### src/sv/lfr_pkg.sv
// shared types and constants of the line filter with reflected or valid edges
`timescale 1ns / 1ps
package lfr_pkg;

	localparam int SAMPLE_W  = 16;
	localparam int PROD_W    = 2 * SAMPLE_W;
	localparam int FRAC_BITS = 14;
	localparam int NUM_COEF  = 5;
	localparam int POS_W     = 3;
	localparam int CFG_IDX_W = 3;
	localparam int SAT_MAX   = 32767;
	localparam int SAT_MIN   = -32768;

	// register indexes of the configuration port
	localparam logic [CFG_IDX_W-1:0] REG_COEF_0    = 3'd0;
	localparam logic [CFG_IDX_W-1:0] REG_COEF_2    = 3'd2;
	localparam logic [CFG_IDX_W-1:0] REG_EDGE_MODE = 3'd5;

	// reset value of the centre tap, 1.0 in Q1.14
	localparam logic signed [SAMPLE_W-1:0] COEF_CENTRE_RST = 16'sd16384;

	// rounding constant, one half in Q1.14
	localparam int ROUND_HALF = 1 << (FRAC_BITS - 1);

	typedef logic signed [SAMPLE_W-1:0] sample_t;

	typedef enum logic {
		EDGE_SAME  = 1'b0,
		EDGE_VALID = 1'b1
	} edge_mode_t;

	// flags that travel with each result word
	typedef struct packed {
		logic last_of_line;
		logic short_line;
	} meta_t;

endpackage

### src/sv/lfr_front.sv
// sample window, line position and result sequencer feeding the tap chain
`timescale 1ns / 1ps
module lfr_front #(
	parameter int KERN_LEN = 5
) (
	input  logic                clk,
	input  logic                arst_n,
	input  lfr_pkg::edge_mode_t edge_mode,
	input  logic                in_valid,
	output logic                in_stall,
	input  lfr_pkg::sample_t    sample,
	input  logic                end_of_line,
	input  logic                cell_ready,
	output logic                fe_valid,
	output lfr_pkg::sample_t    fe_win [KERN_LEN],
	output lfr_pkg::meta_t      fe_meta
);
	import lfr_pkg::*;

	localparam int HALF    = KERN_LEN / 2;
	localparam int WIN_LEN = KERN_LEN - 1;
	localparam int IDX_W   = $clog2(KERN_LEN);
	localparam int D_W     = $clog2(HALF + 1);
	localparam logic [POS_W-1:0] HALF_POS = POS_W'(HALF);
	localparam logic [POS_W-1:0] FULL_POS = POS_W'(KERN_LEN - 1);
	localparam logic [POS_W-1:0] POS_MAX  = '1;
	localparam logic [D_W-1:0]   D_LAST   = D_W'(HALF);
	localparam logic [D_W-1:0]   D_FIRST  = D_W'(1);

	sample_t          win_q [WIN_LEN];
	logic [POS_W-1:0] pos_q;
	logic             busy_q;
	sample_t          hist_q [KERN_LEN];
	logic [POS_W-1:0] n_q;
	logic [D_W-1:0]   d_q;

	logic             fe_valid_q;
	sample_t          fe_win_q [KERN_LEN];
	meta_t            fe_meta_q;

	sample_t          hist [KERN_LEN];
	sample_t          sel_hist [KERN_LEN];
	logic [POS_W-1:0] sel_n;
	logic [D_W-1:0]   sel_d;
	logic             fe_adv;
	logic             acc;
	logic             start_multi;
	logic             iss_go;
	logic             iss_short;
	logic             iss_last;
	logic             iss_reflect;
	sample_t          iss_win [KERN_LEN];

	// window offset of tap k for the same-mode result d places after the oldest centre
	function automatic int same_off(int n, int d, int k);
		int r;
		int p;
		r = d + k - 2 * HALF;
		p = n + r;
		priority if (r > 0) begin
			return r - 1;
		end else if (p < 0) begin
			return 2 * n + r;
		end else begin
			return -r;
		end
	endfunction

	// current sample plus the stored history, newest first
	always_comb begin
		hist[0] = sample;
		for (int j = 1; j < KERN_LEN; j++) begin
			hist[j] = win_q[j-1];
		end
	end

	// handshake
	assign fe_adv      = !fe_valid_q || cell_ready;
	assign in_stall    = busy_q || !fe_adv;
	assign acc         = in_valid && !in_stall;
	assign start_multi = (edge_mode == EDGE_SAME) && end_of_line && (pos_q >= HALF_POS);

	// source of the word to issue: the live window or the saved end-of-line window
	always_comb begin
		for (int k = 0; k < KERN_LEN; k++) begin
			sel_hist[k] = busy_q ? hist_q[k] : hist[k];
		end
		sel_n = busy_q ? n_q : pos_q;
		sel_d = busy_q ? d_q : '0;
	end

	// decide what the current cycle issues
	always_comb begin
		iss_go      = 1'b0;
		iss_short   = 1'b0;
		iss_last    = 1'b0;
		iss_reflect = 1'b0;
		if (busy_q) begin
			iss_go      = fe_adv;
			iss_reflect = 1'b1;
			iss_last    = (d_q == D_LAST);
		end else if (acc) begin
			if (edge_mode == EDGE_SAME) begin
				if (end_of_line) begin
					iss_go = 1'b1;
					if (pos_q < HALF_POS) begin
						iss_short = 1'b1;
						iss_last  = 1'b1;
					end else begin
						iss_reflect = 1'b1;
					end
				end else if (pos_q >= HALF_POS) begin
					iss_go      = 1'b1;
					iss_reflect = 1'b1;
				end
			end else begin
				if (pos_q >= FULL_POS) begin
					iss_go   = 1'b1;
					iss_last = end_of_line;
				end else if (end_of_line) begin
					iss_go    = 1'b1;
					iss_short = 1'b1;
					iss_last  = 1'b1;
				end
			end
		end
	end

	// tap inputs of the issued word, mirrored at the edges in same mode, all zero for a short line
	always_comb begin
		for (int k = 0; k < KERN_LEN; k++) begin
			if (iss_short) begin
				iss_win[k] = '0;
			end else if (iss_reflect) begin
				iss_win[k] = sel_hist[IDX_W'(same_off(int'(sel_n), int'(sel_d), k))];
			end else begin
				iss_win[k] = hist[KERN_LEN-1-k];
			end
		end
	end

	// issue register
	always_ff @(posedge clk or negedge arst_n) begin
		if (!arst_n) begin
			fe_valid_q <= 1'b0;
		end else if (fe_adv) begin
			fe_valid_q <= iss_go;
		end
	end

	always_ff @(posedge clk) begin
		if (fe_adv) begin
			fe_win_q                <= iss_win;
			fe_meta_q.last_of_line  <= iss_last;
			fe_meta_q.short_line    <= iss_short;
		end
	end

	// end-of-line sequencer for the trailing same-mode words
	always_ff @(posedge clk or negedge arst_n) begin
		if (!arst_n) begin
			busy_q <= 1'b0;
			d_q    <= '0;
			n_q    <= '0;
		end else if (busy_q) begin
			if (fe_adv) begin
				if (d_q == D_LAST) begin
					busy_q <= 1'b0;
				end else begin
					d_q <= d_q + D_FIRST;
				end
			end
		end else if (acc && start_multi) begin
			busy_q <= 1'b1;
			d_q    <= D_FIRST;
			n_q    <= pos_q;
		end
	end

	always_ff @(posedge clk) begin
		if (!busy_q && acc && start_multi) begin
			hist_q <= hist;
		end
	end

	// sample window and line position
	always_ff @(posedge clk or negedge arst_n) begin
		if (!arst_n) begin
			pos_q <= '0;
			for (int j = 0; j < WIN_LEN; j++) begin
				win_q[j] <= '0;
			end
		end else if (acc) begin
			if (end_of_line) begin
				pos_q <= '0;
				for (int j = 0; j < WIN_LEN; j++) begin
					win_q[j] <= '0;
				end
			end else begin
				if (pos_q != POS_MAX) begin
					pos_q <= pos_q + POS_W'(1);
				end
				win_q[0] <= sample;
				for (int j = 1; j < WIN_LEN; j++) begin
					win_q[j] <= win_q[j-1];
				end
			end
		end
	end

	assign fe_valid = fe_valid_q;
	assign fe_win   = fe_win_q;
	assign fe_meta  = fe_meta_q;

`ifndef SYNTHESIS
	// a line end always restarts the position count
	a_eol_restart: assert property (@(posedge clk) disable iff (!arst_n)
		(acc && end_of_line) |=> (pos_q == '0))
		else $error("line position not cleared after end of line");

	// the sequencer leaves busy right after issuing the last trailing word
	a_busy_done: assert property (@(posedge clk) disable iff (!arst_n)
		(busy_q && fe_adv && (d_q == D_LAST)) |=> !busy_q)
		else $error("sequencer stayed busy after the last word");

	// a short-line word is always the final word of its line
	a_short_last: assert property (@(posedge clk) disable iff (!arst_n)
		(fe_valid_q && fe_meta_q.short_line) |-> fe_meta_q.last_of_line)
		else $error("short-line word without last flag");
`endif

endmodule

### src/sv/lfr_tap_cell.sv
// one tap cell: multiplies its tap and adds the neighbor's product into the running sum
`timescale 1ns / 1ps
module lfr_tap_cell #(
	parameter int KERN_LEN = 5,
	parameter int TAP      = 0,
	parameter int ACC_W    = 35
) (
	input  logic                         clk,
	input  logic                         arst_n,
	input  lfr_pkg::sample_t             coef,
	input  logic                         down_ready,
	output logic                         up_ready,
	input  logic                         in_valid,
	input  lfr_pkg::sample_t             in_win [KERN_LEN],
	input  lfr_pkg::meta_t               in_meta,
	input  logic signed [ACC_W-1:0]      in_sum,
	input  logic signed [lfr_pkg::PROD_W-1:0] in_prod,
	output logic                         out_valid,
	output lfr_pkg::sample_t             out_win [KERN_LEN],
	output lfr_pkg::meta_t               out_meta,
	output logic signed [ACC_W-1:0]      out_sum,
	output logic signed [lfr_pkg::PROD_W-1:0] out_prod
);
	import lfr_pkg::*;

	logic                     valid_q;
	sample_t                  win_q [KERN_LEN];
	meta_t                    meta_q;
	logic signed [ACC_W-1:0]  sum_q;
	logic signed [PROD_W-1:0] prod_q;

	// the cell moves on when it is empty or its neighbor takes the word
	assign up_ready = !valid_q || down_ready;

	always_ff @(posedge clk or negedge arst_n) begin
		if (!arst_n) begin
			valid_q <= 1'b0;
		end else if (up_ready) begin
			valid_q <= in_valid;
		end
	end

	// previous tap's product joins the sum, this tap's product is registered
	always_ff @(posedge clk) begin
		if (up_ready) begin
			win_q  <= in_win;
			meta_q <= in_meta;
			sum_q  <= in_sum + ACC_W'(in_prod);
			prod_q <= coef * in_win[TAP];
		end
	end

	assign out_valid = valid_q;
	assign out_win   = win_q;
	assign out_meta  = meta_q;
	assign out_sum   = sum_q;
	assign out_prod  = prod_q;

endmodule

### src/sv/lfr_out_stage.sv
// final add, rounding, saturation and output register
`timescale 1ns / 1ps
module lfr_out_stage #(
	parameter int ACC_W = 35
) (
	input  logic                              clk,
	input  logic                              arst_n,
	output logic                              up_ready,
	input  logic                              in_valid,
	input  lfr_pkg::meta_t                    in_meta,
	input  logic signed [ACC_W-1:0]           in_sum,
	input  logic signed [lfr_pkg::PROD_W-1:0] in_prod,
	output logic                              out_valid,
	input  logic                              out_stall,
	output lfr_pkg::sample_t                  filtered,
	output logic                              last_of_line,
	output logic                              short_line
);
	import lfr_pkg::*;

	localparam int RND_W = ACC_W - FRAC_BITS;

	logic                    valid_q;
	sample_t                 filt_q;
	meta_t                   meta_q;
	logic signed [ACC_W-1:0] total;
	logic signed [RND_W-1:0] rounded;
	sample_t                 sat;

	assign up_ready = !valid_q || !out_stall;

	// round to nearest, ties up, then clamp to 16 bits
	assign total   = in_sum + ACC_W'(in_prod) + ACC_W'(ROUND_HALF);
	assign rounded = RND_W'(total >>> FRAC_BITS);

	always_comb begin
		priority if (rounded > RND_W'(SAT_MAX)) begin
			sat = SAMPLE_W'(SAT_MAX);
		end else if (rounded < RND_W'(SAT_MIN)) begin
			sat = SAMPLE_W'(SAT_MIN);
		end else begin
			sat = rounded[SAMPLE_W-1:0];
		end
	end

	always_ff @(posedge clk or negedge arst_n) begin
		if (!arst_n) begin
			valid_q <= 1'b0;
		end else if (up_ready) begin
			valid_q <= in_valid;
		end
	end

	always_ff @(posedge clk) begin
		if (up_ready) begin
			filt_q <= sat;
			meta_q <= in_meta;
		end
	end

	assign out_valid    = valid_q;
	assign filtered     = filt_q;
	assign last_of_line = meta_q.last_of_line;
	assign short_line   = meta_q.short_line;

`ifndef SYNTHESIS
	// a short line carries an all-zero window, so its word must be zero
	a_short_zero: assert property (@(posedge clk) disable iff (!arst_n)
		(valid_q && meta_q.short_line) |-> (filt_q == '0))
		else $error("short-line word with nonzero value");
`endif

endmodule

### src/sv/line_fir_reflect_or_valid.sv
// top level: config registers, front end, chain of tap cells and output stage
// A result word passes the front issue register, the tap cells and the output register in order.
// Throughput: one sample per cycle unless stalled; a same-mode end of line that is not short issues
// KERN_LEN/2 + 1 words, one per cycle from the front sequencer unless stalled, and holds input meanwhile.
// The tap chain has one cell per tap; a stalled output backs up only as far as the chain is full.
// Reset (asynchronous, active low) empties the chain, clears window and position, loads
// the coefficient and edge mode defaults.
`timescale 1ns / 1ps
module line_fir_reflect_or_valid #(
	parameter int KERN_LEN = 5
) (
	input  logic                                clk,
	input  logic                                arst_n,
	input  logic                                cfg_valid,
	output logic                                cfg_ready,
	input  logic [lfr_pkg::CFG_IDX_W-1:0]       cfg_index,
	input  logic [lfr_pkg::SAMPLE_W-1:0]        cfg_data,
	input  logic                                in_valid,
	output logic                                in_stall,
	input  lfr_pkg::sample_t                    sample,
	input  logic                                end_of_line,
	output logic                                out_valid,
	input  logic                                out_stall,
	output lfr_pkg::sample_t                    filtered,
	output logic                                last_of_line,
	output logic                                short_line
);
	import lfr_pkg::*;

	localparam int ACC_W = PROD_W + $clog2(KERN_LEN);

	sample_t    coef_q [NUM_COEF];
	edge_mode_t edge_mode_q;

	logic       fe_valid;
	sample_t    fe_win [KERN_LEN];
	meta_t      fe_meta;

	logic                     c_ready [KERN_LEN];
	logic                     c_valid [KERN_LEN];
	sample_t                  c_win   [KERN_LEN][KERN_LEN];
	meta_t                    c_meta  [KERN_LEN];
	logic signed [ACC_W-1:0]  c_sum   [KERN_LEN];
	logic signed [PROD_W-1:0] c_prod  [KERN_LEN];
	sample_t                  c_coef  [KERN_LEN];
	logic                     os_ready;

	// configuration registers, writes beyond the edge mode are dropped
	assign cfg_ready = 1'b1;

	always_ff @(posedge clk or negedge arst_n) begin
		if (!arst_n) begin
			for (int i = 0; i < NUM_COEF; i++) begin
				coef_q[i] <= (i == int'(REG_COEF_2)) ? COEF_CENTRE_RST : '0;
			end
			edge_mode_q <= EDGE_SAME;
		end else if (cfg_valid && cfg_ready) begin
			if (cfg_index == REG_EDGE_MODE) begin
				edge_mode_q <= edge_mode_t'(cfg_data[0]);
			end else if (cfg_index < REG_EDGE_MODE) begin
				coef_q[cfg_index] <= cfg_data;
			end
		end
	end

	lfr_front #(
		.KERN_LEN (KERN_LEN)
	) u_front (
		.clk         (clk),
		.arst_n      (arst_n),
		.edge_mode   (edge_mode_q),
		.in_valid    (in_valid),
		.in_stall    (in_stall),
		.sample      (sample),
		.end_of_line (end_of_line),
		.cell_ready  (c_ready[0]),
		.fe_valid    (fe_valid),
		.fe_win      (fe_win),
		.fe_meta     (fe_meta)
	);

	// row of tap cells, taps past the register set are zero
	for (genvar k = 0; k < KERN_LEN; k++) begin : g_cell
		logic down_ready;

		if (k < NUM_COEF) begin : g_coef
			assign c_coef[k] = coef_q[k];
		end else begin : g_zero
			assign c_coef[k] = '0;
		end

		if (k == KERN_LEN - 1) begin : g_tail
			assign down_ready = os_ready;
		end else begin : g_mid
			assign down_ready = c_ready[k+1];
		end

		if (k == 0) begin : g_head
			lfr_tap_cell #(
				.KERN_LEN (KERN_LEN),
				.TAP      (k),
				.ACC_W    (ACC_W)
			) u_cell (
				.clk        (clk),
				.arst_n     (arst_n),
				.coef       (c_coef[k]),
				.down_ready (down_ready),
				.up_ready   (c_ready[k]),
				.in_valid   (fe_valid),
				.in_win     (fe_win),
				.in_meta    (fe_meta),
				.in_sum     ('0),
				.in_prod    ('0),
				.out_valid  (c_valid[k]),
				.out_win    (c_win[k]),
				.out_meta   (c_meta[k]),
				.out_sum    (c_sum[k]),
				.out_prod   (c_prod[k])
			);
		end else begin : g_body
			lfr_tap_cell #(
				.KERN_LEN (KERN_LEN),
				.TAP      (k),
				.ACC_W    (ACC_W)
			) u_cell (
				.clk        (clk),
				.arst_n     (arst_n),
				.coef       (c_coef[k]),
				.down_ready (down_ready),
				.up_ready   (c_ready[k]),
				.in_valid   (c_valid[k-1]),
				.in_win     (c_win[k-1]),
				.in_meta    (c_meta[k-1]),
				.in_sum     (c_sum[k-1]),
				.in_prod    (c_prod[k-1]),
				.out_valid  (c_valid[k]),
				.out_win    (c_win[k]),
				.out_meta   (c_meta[k]),
				.out_sum    (c_sum[k]),
				.out_prod   (c_prod[k])
			);
		end
	end

	lfr_out_stage #(
		.ACC_W (ACC_W)
	) u_out (
		.clk          (clk),
		.arst_n       (arst_n),
		.up_ready     (os_ready),
		.in_valid     (c_valid[KERN_LEN-1]),
		.in_meta      (c_meta[KERN_LEN-1]),
		.in_sum       (c_sum[KERN_LEN-1]),
		.in_prod      (c_prod[KERN_LEN-1]),
		.out_valid    (out_valid),
		.out_stall    (out_stall),
		.filtered     (filtered),
		.last_of_line (last_of_line),
		.short_line   (short_line)
	);

endmodule

### config.mk
export PLATFORM = sky130hd
export DESIGN_NAME = line_fir_reflect_or_valid
export DESIGN_NICKNAME = d
export VERILOG_FILES = /design/src/sv/lfr_pkg.sv /design/src/sv/lfr_front.sv /design/src/sv/lfr_tap_cell.sv /design/src/sv/lfr_out_stage.sv /design/src/sv/line_fir_reflect_or_valid.sv
export SDC_FILE = /design/constraint.sdc
export NUM_CORES = 2
export LEC_CHECK = 0
export BUFFER_PORTS_ARGS = -buffer_cell sky130_fd_sc_hd__buf_2
export CAP_MARGIN = 20
export CORE_MARGIN = 4
export CORE_UTILIZATION = 60
export DETAILED_ROUTE_END_ITERATION = 10
export GPL_ROUTABILITY_DRIVEN = 0
export PLACE_DENSITY = 0.79
export SETUP_SLACK_MARGIN = 0.02
export SYNTH_ARGS = -nofsm -noshare
export SYNTH_HDL_FRONTEND = slang
export SYNTH_SLANG_ARGS = --single-unit
### constraint.sdc
create_clock -name clk -period 5.95 [get_ports clk]
set_clock_uncertainty 0.05 [all_clocks]
set_input_delay 0.2975 -clock clk [delete_from_list [all_inputs] [get_ports clk]]
set_output_delay 0.2975 -clock clk [all_outputs]
set_load 0.05 [all_outputs]
======== After elaboration in Yosys (flattened, before gate mapping) ========
Cells that the tools add are included.
cells by class
  bitwise logic cells ..................... 9
  $lt $le $gt $ge ......................... 23
  divide/modulo/power cells ............... 0
  multiplexer cells ....................... 84
  multipliers ............................. 5
  reductions and logical operators ........ 33
  shifts and indexed selects .............. 0
  equal/unequal tests ..................... 5
  add/subtract/negate cells ............... 36
operators by type and width
  cell                                                                               count
  16-bit 2-to-1 mux                                                                  22
  16-bit binary-select mux with 3-bit select                                         5
  32-bit by 1-bit < comparator with 1-bit output, second input constant              5
  16-bit by 16-bit multiplier with 32-bit output                                     5
  4-bit by 32-bit adder with 32-bit output                                           4
  32-bit by 1-bit greater-than comparator with 1-bit output, second input constant   4
  35-bit by 32-bit adder with 35-bit output                                          3
  80-bit bitwise mux                                                                 1
  3-bit 2-to-1 mux                                                                   23
  64-bit 2-to-1 mux                                                                  1
  16-bit demux with 3-bit select                                                     1
  35-bit by 15-bit adder with 35-bit output, second input constant                   1
  32-bit by 32-bit adder with 33-bit output                                          1
  1-bit 2-to-1 mux                                                                   26
  21-bit by 16-bit greater-than comparator with 1-bit output, second input constant  1
  21-bit by 16-bit < comparator with 1-bit output, second input constant             1
  3-bit by 4-bit >= comparator with 1-bit output, second input constant              5
  3-bit adder                                                                        5
  3-bit negation                                                                     5
  3-bit NOT                                                                          5
  3-bit by 2-bit subtractor with 3-bit output, second input constant                 5
  3-bit by 3-bit subtractor with 4-bit output, second input constant                 3
  1-bit logical NOT                                                                  11
  2-bit 2-to-1 mux                                                                   5
  26 further kinds                                                                   47
storage, ports and cells
  word-level logic and storage cells ...... 260
  bits in writable memories ............... 0
  output and inout port bits .............. 21
  memories kept ........................... 0
  input port bits ......................... 41
  register bits ........................... 808
  latch bits .............................. 0
  memory bits (read-only) ................. 0

======== Logic depth before layout (Yosys ltp) ========
  word-level depth ........................ 21
  gate-level depth with buffers ........... 25
  depth with buffers taken out ............ 24

======== Hierarchy ========
Synthesis repeated with hierarchy kept, for this count alone.
second synthesis, totals
  cells, all modules ...................... 9362
  area total of the unflattened synthesis .. 101098.2 um2
by module, submodules not included
  module                                       cells each  sequential area each (um2)  instances  area each (um2)
  lfr_tap_cell at g_cell[1].g_body.u_cell ...  1496        4499.3                      2          16121.7
  lfr_tap_cell at g_cell[3].g_body.u_cell      1520        4499.3                      1          16355.7
  lfr_tap_cell at g_cell[0].g_head.u_cell      1511        4499.3                      1          16161.8
  lfr_tap_cell at g_cell[4].g_body.u_cell      1491        4499.3                      1          16130.5
  lfr_front                                    1366        6716.4                      1          14226.1
  line_fir_reflect_or_valid                    179         2028.2                      1          3219.3
  lfr_out_stage                                303         565.5                       1          2761.4

======== Worst setup path before layout ========
Ideal clock, no wire load.
  path type ............................... register to register
  from .................................... reg u_out.valid_q (netlist: u_out.out_valid)
  to ...................................... reg u_front.hist_q[0] in the netlist's numbering, enable pin
  library setup time ...................... 618 ps
  clock period less this slack ............ 6632 ps
  arrival ................................. 5964 ps
  buffers on the path ..................... 2
  stages on the path, launching flop included .. 10
  setup slack ............................. -682 ps
  data required time ...................... 5282 ps
  cells stage by stage .................... dfrtp_1 > and3_1 > and3_1 > nand4_1 > nor2b_1 > nand2_1 > clkbuf_1 > or3_1 > clkbuf_1 > inv_1
between the ends
  cells in the longest elaborated chain, start to end .. 14
ends and longest elaborated chain
  item                             RTL line             text
  start, declared                  lfr_out_stage.sv:23  logic valid_q;
  start signal, assigned           lfr_out_stage.sv:50  valid_q <= in_valid;
  1-bit logical NOT                lfr_out_stage.sv:30  assign up_ready = !valid_q || !out_stall;
  1-bit logical OR                 lfr_out_stage.sv:30
  1-bit logical OR (5 in series)   lfr_tap_cell.sv:33   assign up_ready = !valid_q || down_ready;
  1-bit logical OR                 lfr_front.sv:78      assign fe_adv = !fe_valid_q || cell_ready;
  1-bit logical NOT                lfr_front.sv:79      assign in_stall = busy_q || !fe_adv;
  1-bit logical OR                 lfr_front.sv:79
  1-bit logical NOT                lfr_front.sv:80      assign acc = in_valid && !in_stall;
  1-bit logical AND                lfr_front.sv:80
  1-bit logical AND (2 in series)  lfr_front.sv:181     if (!busy_q && acc && start_multi) begin
  end signal, assigned             lfr_front.sv:182     hist_q <= hist;
  end, declared                    lfr_front.sv:33      sample_t hist_q [KERN_LEN];
Every way passes these cells.
A chain may end at the register's enable or synchronous reset.

======== Worst setup path after layout ========
  from .................................... reg g_cell[2].g_body.u_cell.win_q, in the netlist g_cell[2].g_body.u_cell.out_win[21]
  to ...................................... reg g_cell[3].g_body.u_cell.prod_q[31] (data pin)
between the ends
  cells in the longest elaborated chain, start to end .. 1
ends and longest elaborated chain
  item                                            RTL line            text
  start, declared                                 lfr_tap_cell.sv:27  sample_t win_q [KERN_LEN];
  start signal, assigned                          lfr_tap_cell.sv:46  win_q <= in_win;
  16-bit by 16-bit multiplier with 32-bit output  lfr_tap_cell.sv:49  prod_q <= coef * in_win[TAP];
  end signal, assigned                            lfr_tap_cell.sv:49
  end, declared                                   lfr_tap_cell.sv:30  logic signed [PROD_W-1:0] prod_q;
Every way passes these cells.

==> impl_results.md <==
* TritonCTS clock tree: built
* Count of standard-cell rows at between 100 and 150
* CP Class: reg2reg
* Yosys warnings at 0
* Total length of routed wires at around 250000 microns
* Commonest cells in the synthesized netlist: inv_1, fa_1, nand2_1
* Commonest register cell after synthesis: edfxtp_1
* Most instantiated library cell after synthesis: inv_1
* Slew Limit Fails at 0
* Number of global-route vias before repair at just under 70000
* Post-layout min period at ~6.4 ns
* Post-Place Worst Slack at -0.442 ns
* Netlist Area Pre-Place at about 86000 sq um
* Total number of nets in the final design at 10889
* Seq/Total Area, Yosys at 0.271
* Top achievable clock speed at about 160 MHz
* Antenna Violating Nets Remaining at 0
* Max Cap Violations at 0
* Worst Setup End Kind: register
* Simple-Gate Fraction of Synth Area at 0.121
* Result of the run: finished with violations
* Slew @ Worst Pin at 1.06 ns
* Initial antenna violation count at 26
* Maximum buffer depth of the clock tree at 3
* Number of vias in the routed layout at 65733
* Failing checks: negative setup slack
* Cell taking the most area after synthesis: fa_1
* Clock root cell: clkbuf_16
* Initial core utilization at 0.607
* Post-synth EDFFs at roughly 650
* Met2 wire length at ~120000 microns
* Detail-routed net length per standard cell at 22.9 microns
* Pin count of the biggest net entering global routing at ~170
* Net count after synthesis at 10197
* Area delta synth->final at 16.6%
* Count of mapped cells out of synthesis at roughly 8300
* Global-route wire length before repair at between 300000 and 400000 microns
* Finish-stage setup viols at 52
* Wire length the detailed router placed on met1 at about 86000 microns
* Worst max-slew margin expressed relative to the limit at 0.296
* Final hold violation count at 0
* Class of the tightest hold or removal check: in2async
* GRT Util Overall at 0.329
* CP required at between 6 and 7 ns
* Final HPWL from detailed placement at 185000 microns
* I/O Pins at a little over 60
* Filler Cells Inserted at roughly 9000
* Chip Height at a little under 400 microns
* Combinational family with the most area after synthesis: adder cells
* CORE AREA at 142000 sq um
* Clock transition at the registers of the reported paths at roughly 0.06 ns
* Unrepaired setup endpoints after global routing: yes
* Remaining Overflow, GRT at 0
* Total clock sinks at 806
* Crit path launch type: register
* Number of vias per cell at about 6
* Max layer used: met5
* Final worst-path setup slack at -0.484 ns
* Clock Latency Late Sink at a little over 0.7 ns
* Cts bufs inserted at roughly 90
* Top-area cell type share of the netlist area at 0.304
* Overall die area at ~150000 sq um
* Proportion of layout cells with a drive suffix above 1 at 0.196
* Met3 layer wire length in the routed design at 25800 microns
* Synthesized-area fraction occupied by ao, oa, aoi and oai cells at 0.0779
* Share of the cycle needed by the critical path after routing at 1.08
* Number of buffer cells added on primary ports at 60
* Post-Synth XOR/XNOR Area at 0.0280
* Top cells by area, synth: fa_1, edfxtp_1, ha_1, inv_1, dfrtp_1
* Synth Area per Inst at 10.5 sq um
* Initial DRT Pass Iterations at 7
* Async S/R FF share, synth at 0.200
* Distinct cell type count after synthesis at 93
* Drt initial violations at around 6600
* Fraction of the mapped netlist area in adder cells at 0.390
* Overall die width at 387 microns
* # H-tree levels at 3
* Post-route DRC at 0
* Yosys reg bits at ~800
* Maximum fanout along the worst path at 6
* Proportion of synthesized area in mux cells at 0.0334
* Data arrival time of the critical path at approximately 7 ns
==> state kept, by name, summed over array words and instances, names as in the netlist, 4 cells and up <==
name                            count
g_cell.g_body.u_cell.out_prod     128
u_front.fe_win                     80
c_coef                             80
g_cell.g_body.u_cell.out_valid      4
g_cell.g_head.u_cell.out_prod      32
g_cell.g_body.u_cell.out_win       96
g_cell.g_body.u_cell.out_meta       8
u_out.filtered                     16
g_cell.g_body.u_cell.out_sum      135
u_front.hist                       64
g_cell.g_head.u_cell.out_win       64
u_front.hist_q                     80
==> stage by stage <==
stage                     area, sq um  utilization  cells  setup TNS, ns  hold slack, ns
after detailed placement        93700        0.659  10569         -14.47           0.160
after floorplan                 87100            -   8250         -28.34         -0.0481
final                          101000        0.708  10937         -11.65          0.0474
after global routing           101000        0.707  10920         -20.19          0.0699
after global placement          93700        0.659  10568          -7.39           0.161
after CTS                       99200        0.697  10863          -4.17          0.0310
==> area by class of cell <==
cell class / count / area [sq um] / area share
diodes: 29 / 72.6 / 0.000721
well taps: 1890 / 2360 / 0.0235
multi-input cells: 5654 / 58600 / 0.582
inverters: 1494 / 5620 / 0.0558
clock buffers: 112 / 2400 / 0.0238
clock inverters: 55 / 606 / 0.00602
repair buffers: 897 / 7540 / 0.0749
flip-flops and latches: 806 / 23500 / 0.233
==> logic make-up (layout without fill, tap and decap cells) <==
logic type | Yosys count | count (layout)
other cells | 1 | 30
mux | 240 | 240
compound gates | 1045 | 1045
flops | 806 | 806
buf+inv | 1790 | 2558
xor+xnor | 276 | 276
simple gates | 2186 | 2186
fa+ha+maj | 1906 | 1906
==> critical path, cell delays in order, from the launching register on <==
cell,delay (ns)
edfxtp_1,0.38
buf_6,0.15
buf_8,0.13
and2_4,0.15
fa_1,0.55
inv_2,0.05
fa_1,0.50
fa_2,0.55
inv_2,0.04
fa_2,0.44
fa_1,0.52
inv_1,0.05
fa_1,0.52
inv_2,0.05
ha_4,0.26
buf_6,0.11
nand4_1,0.36
o21ai_2,0.35
a41oi_2,0.19
o21ai_2,0.23
nand4_1,0.14
nand4b_1,0.18
o31ai_2,0.09
xnor2_1,0.12
==> routing by layer <==
| layer | track usage | up-vias |
|---|---|---|
| met5 | 0 | - |
| met4 | 0.222 | 14 |
| met3 | 0.0705 | 1192 |
| met2 | 0.531 | 4135 |
| met1 | 0.401 | 32541 |
| li1 | - | 27851 |
==> layout by cell type (no fill, tap or decap), drive strengths merged, types with 29 or more instances in the layout <==
master and count:
dfrtp 160, nor3 63, nand3 43, o211ai 32, edfxtp 645, nand2b 50
nand2 914, ha 593, xor2 57, and2 630, mux2i 107, o21a 45
clkbuf 112, a21oi 253, inv 1502, a211oi 69, mux2 105, diode 29
o21bai 36, xnor2 219, buf 877, o21ai 292, a21o 99, nor2b 29
nor2 353, fa 1313
==> path summary, 6_finish.rpt <==
check	from	end	slack (ns)	depth (start not counted)
worst max-delay path	g_cell[2].g_body.u_cell.out_win[21]	g_cell[3].g_body.u_cell.out_prod[31]	-0.48	23
worst min-delay path	arst_n	u_front.hist[22]	0.05	3
worst max register to register	g_cell[2].g_body.u_cell.out_win[21]	g_cell[3].g_body.u_cell.out_prod[31]	-0.48	23
worst min register to register	u_front.fe_win[40]	g_cell[0].g_head.u_cell.out_win[40]	0.36	0
max in group asynchronous	arst_n	c_coef[26]	4.77	3
min in group clk	cfg_index[1]	c_coef[57]	0.13	3
==> what timing repair did <==
item	CTS	global route
buffers inserted	119	64
resized for setup	391	285
pin swaps	309	297
endpoints found under the hold margin	91	0
endpoints found under the setup margin	66	80
cloned	0	0
hold buffers	20	0
Power is not shown: default switching activity piles up to over one toggle a cycle in this logic, so the estimate is an artifact.
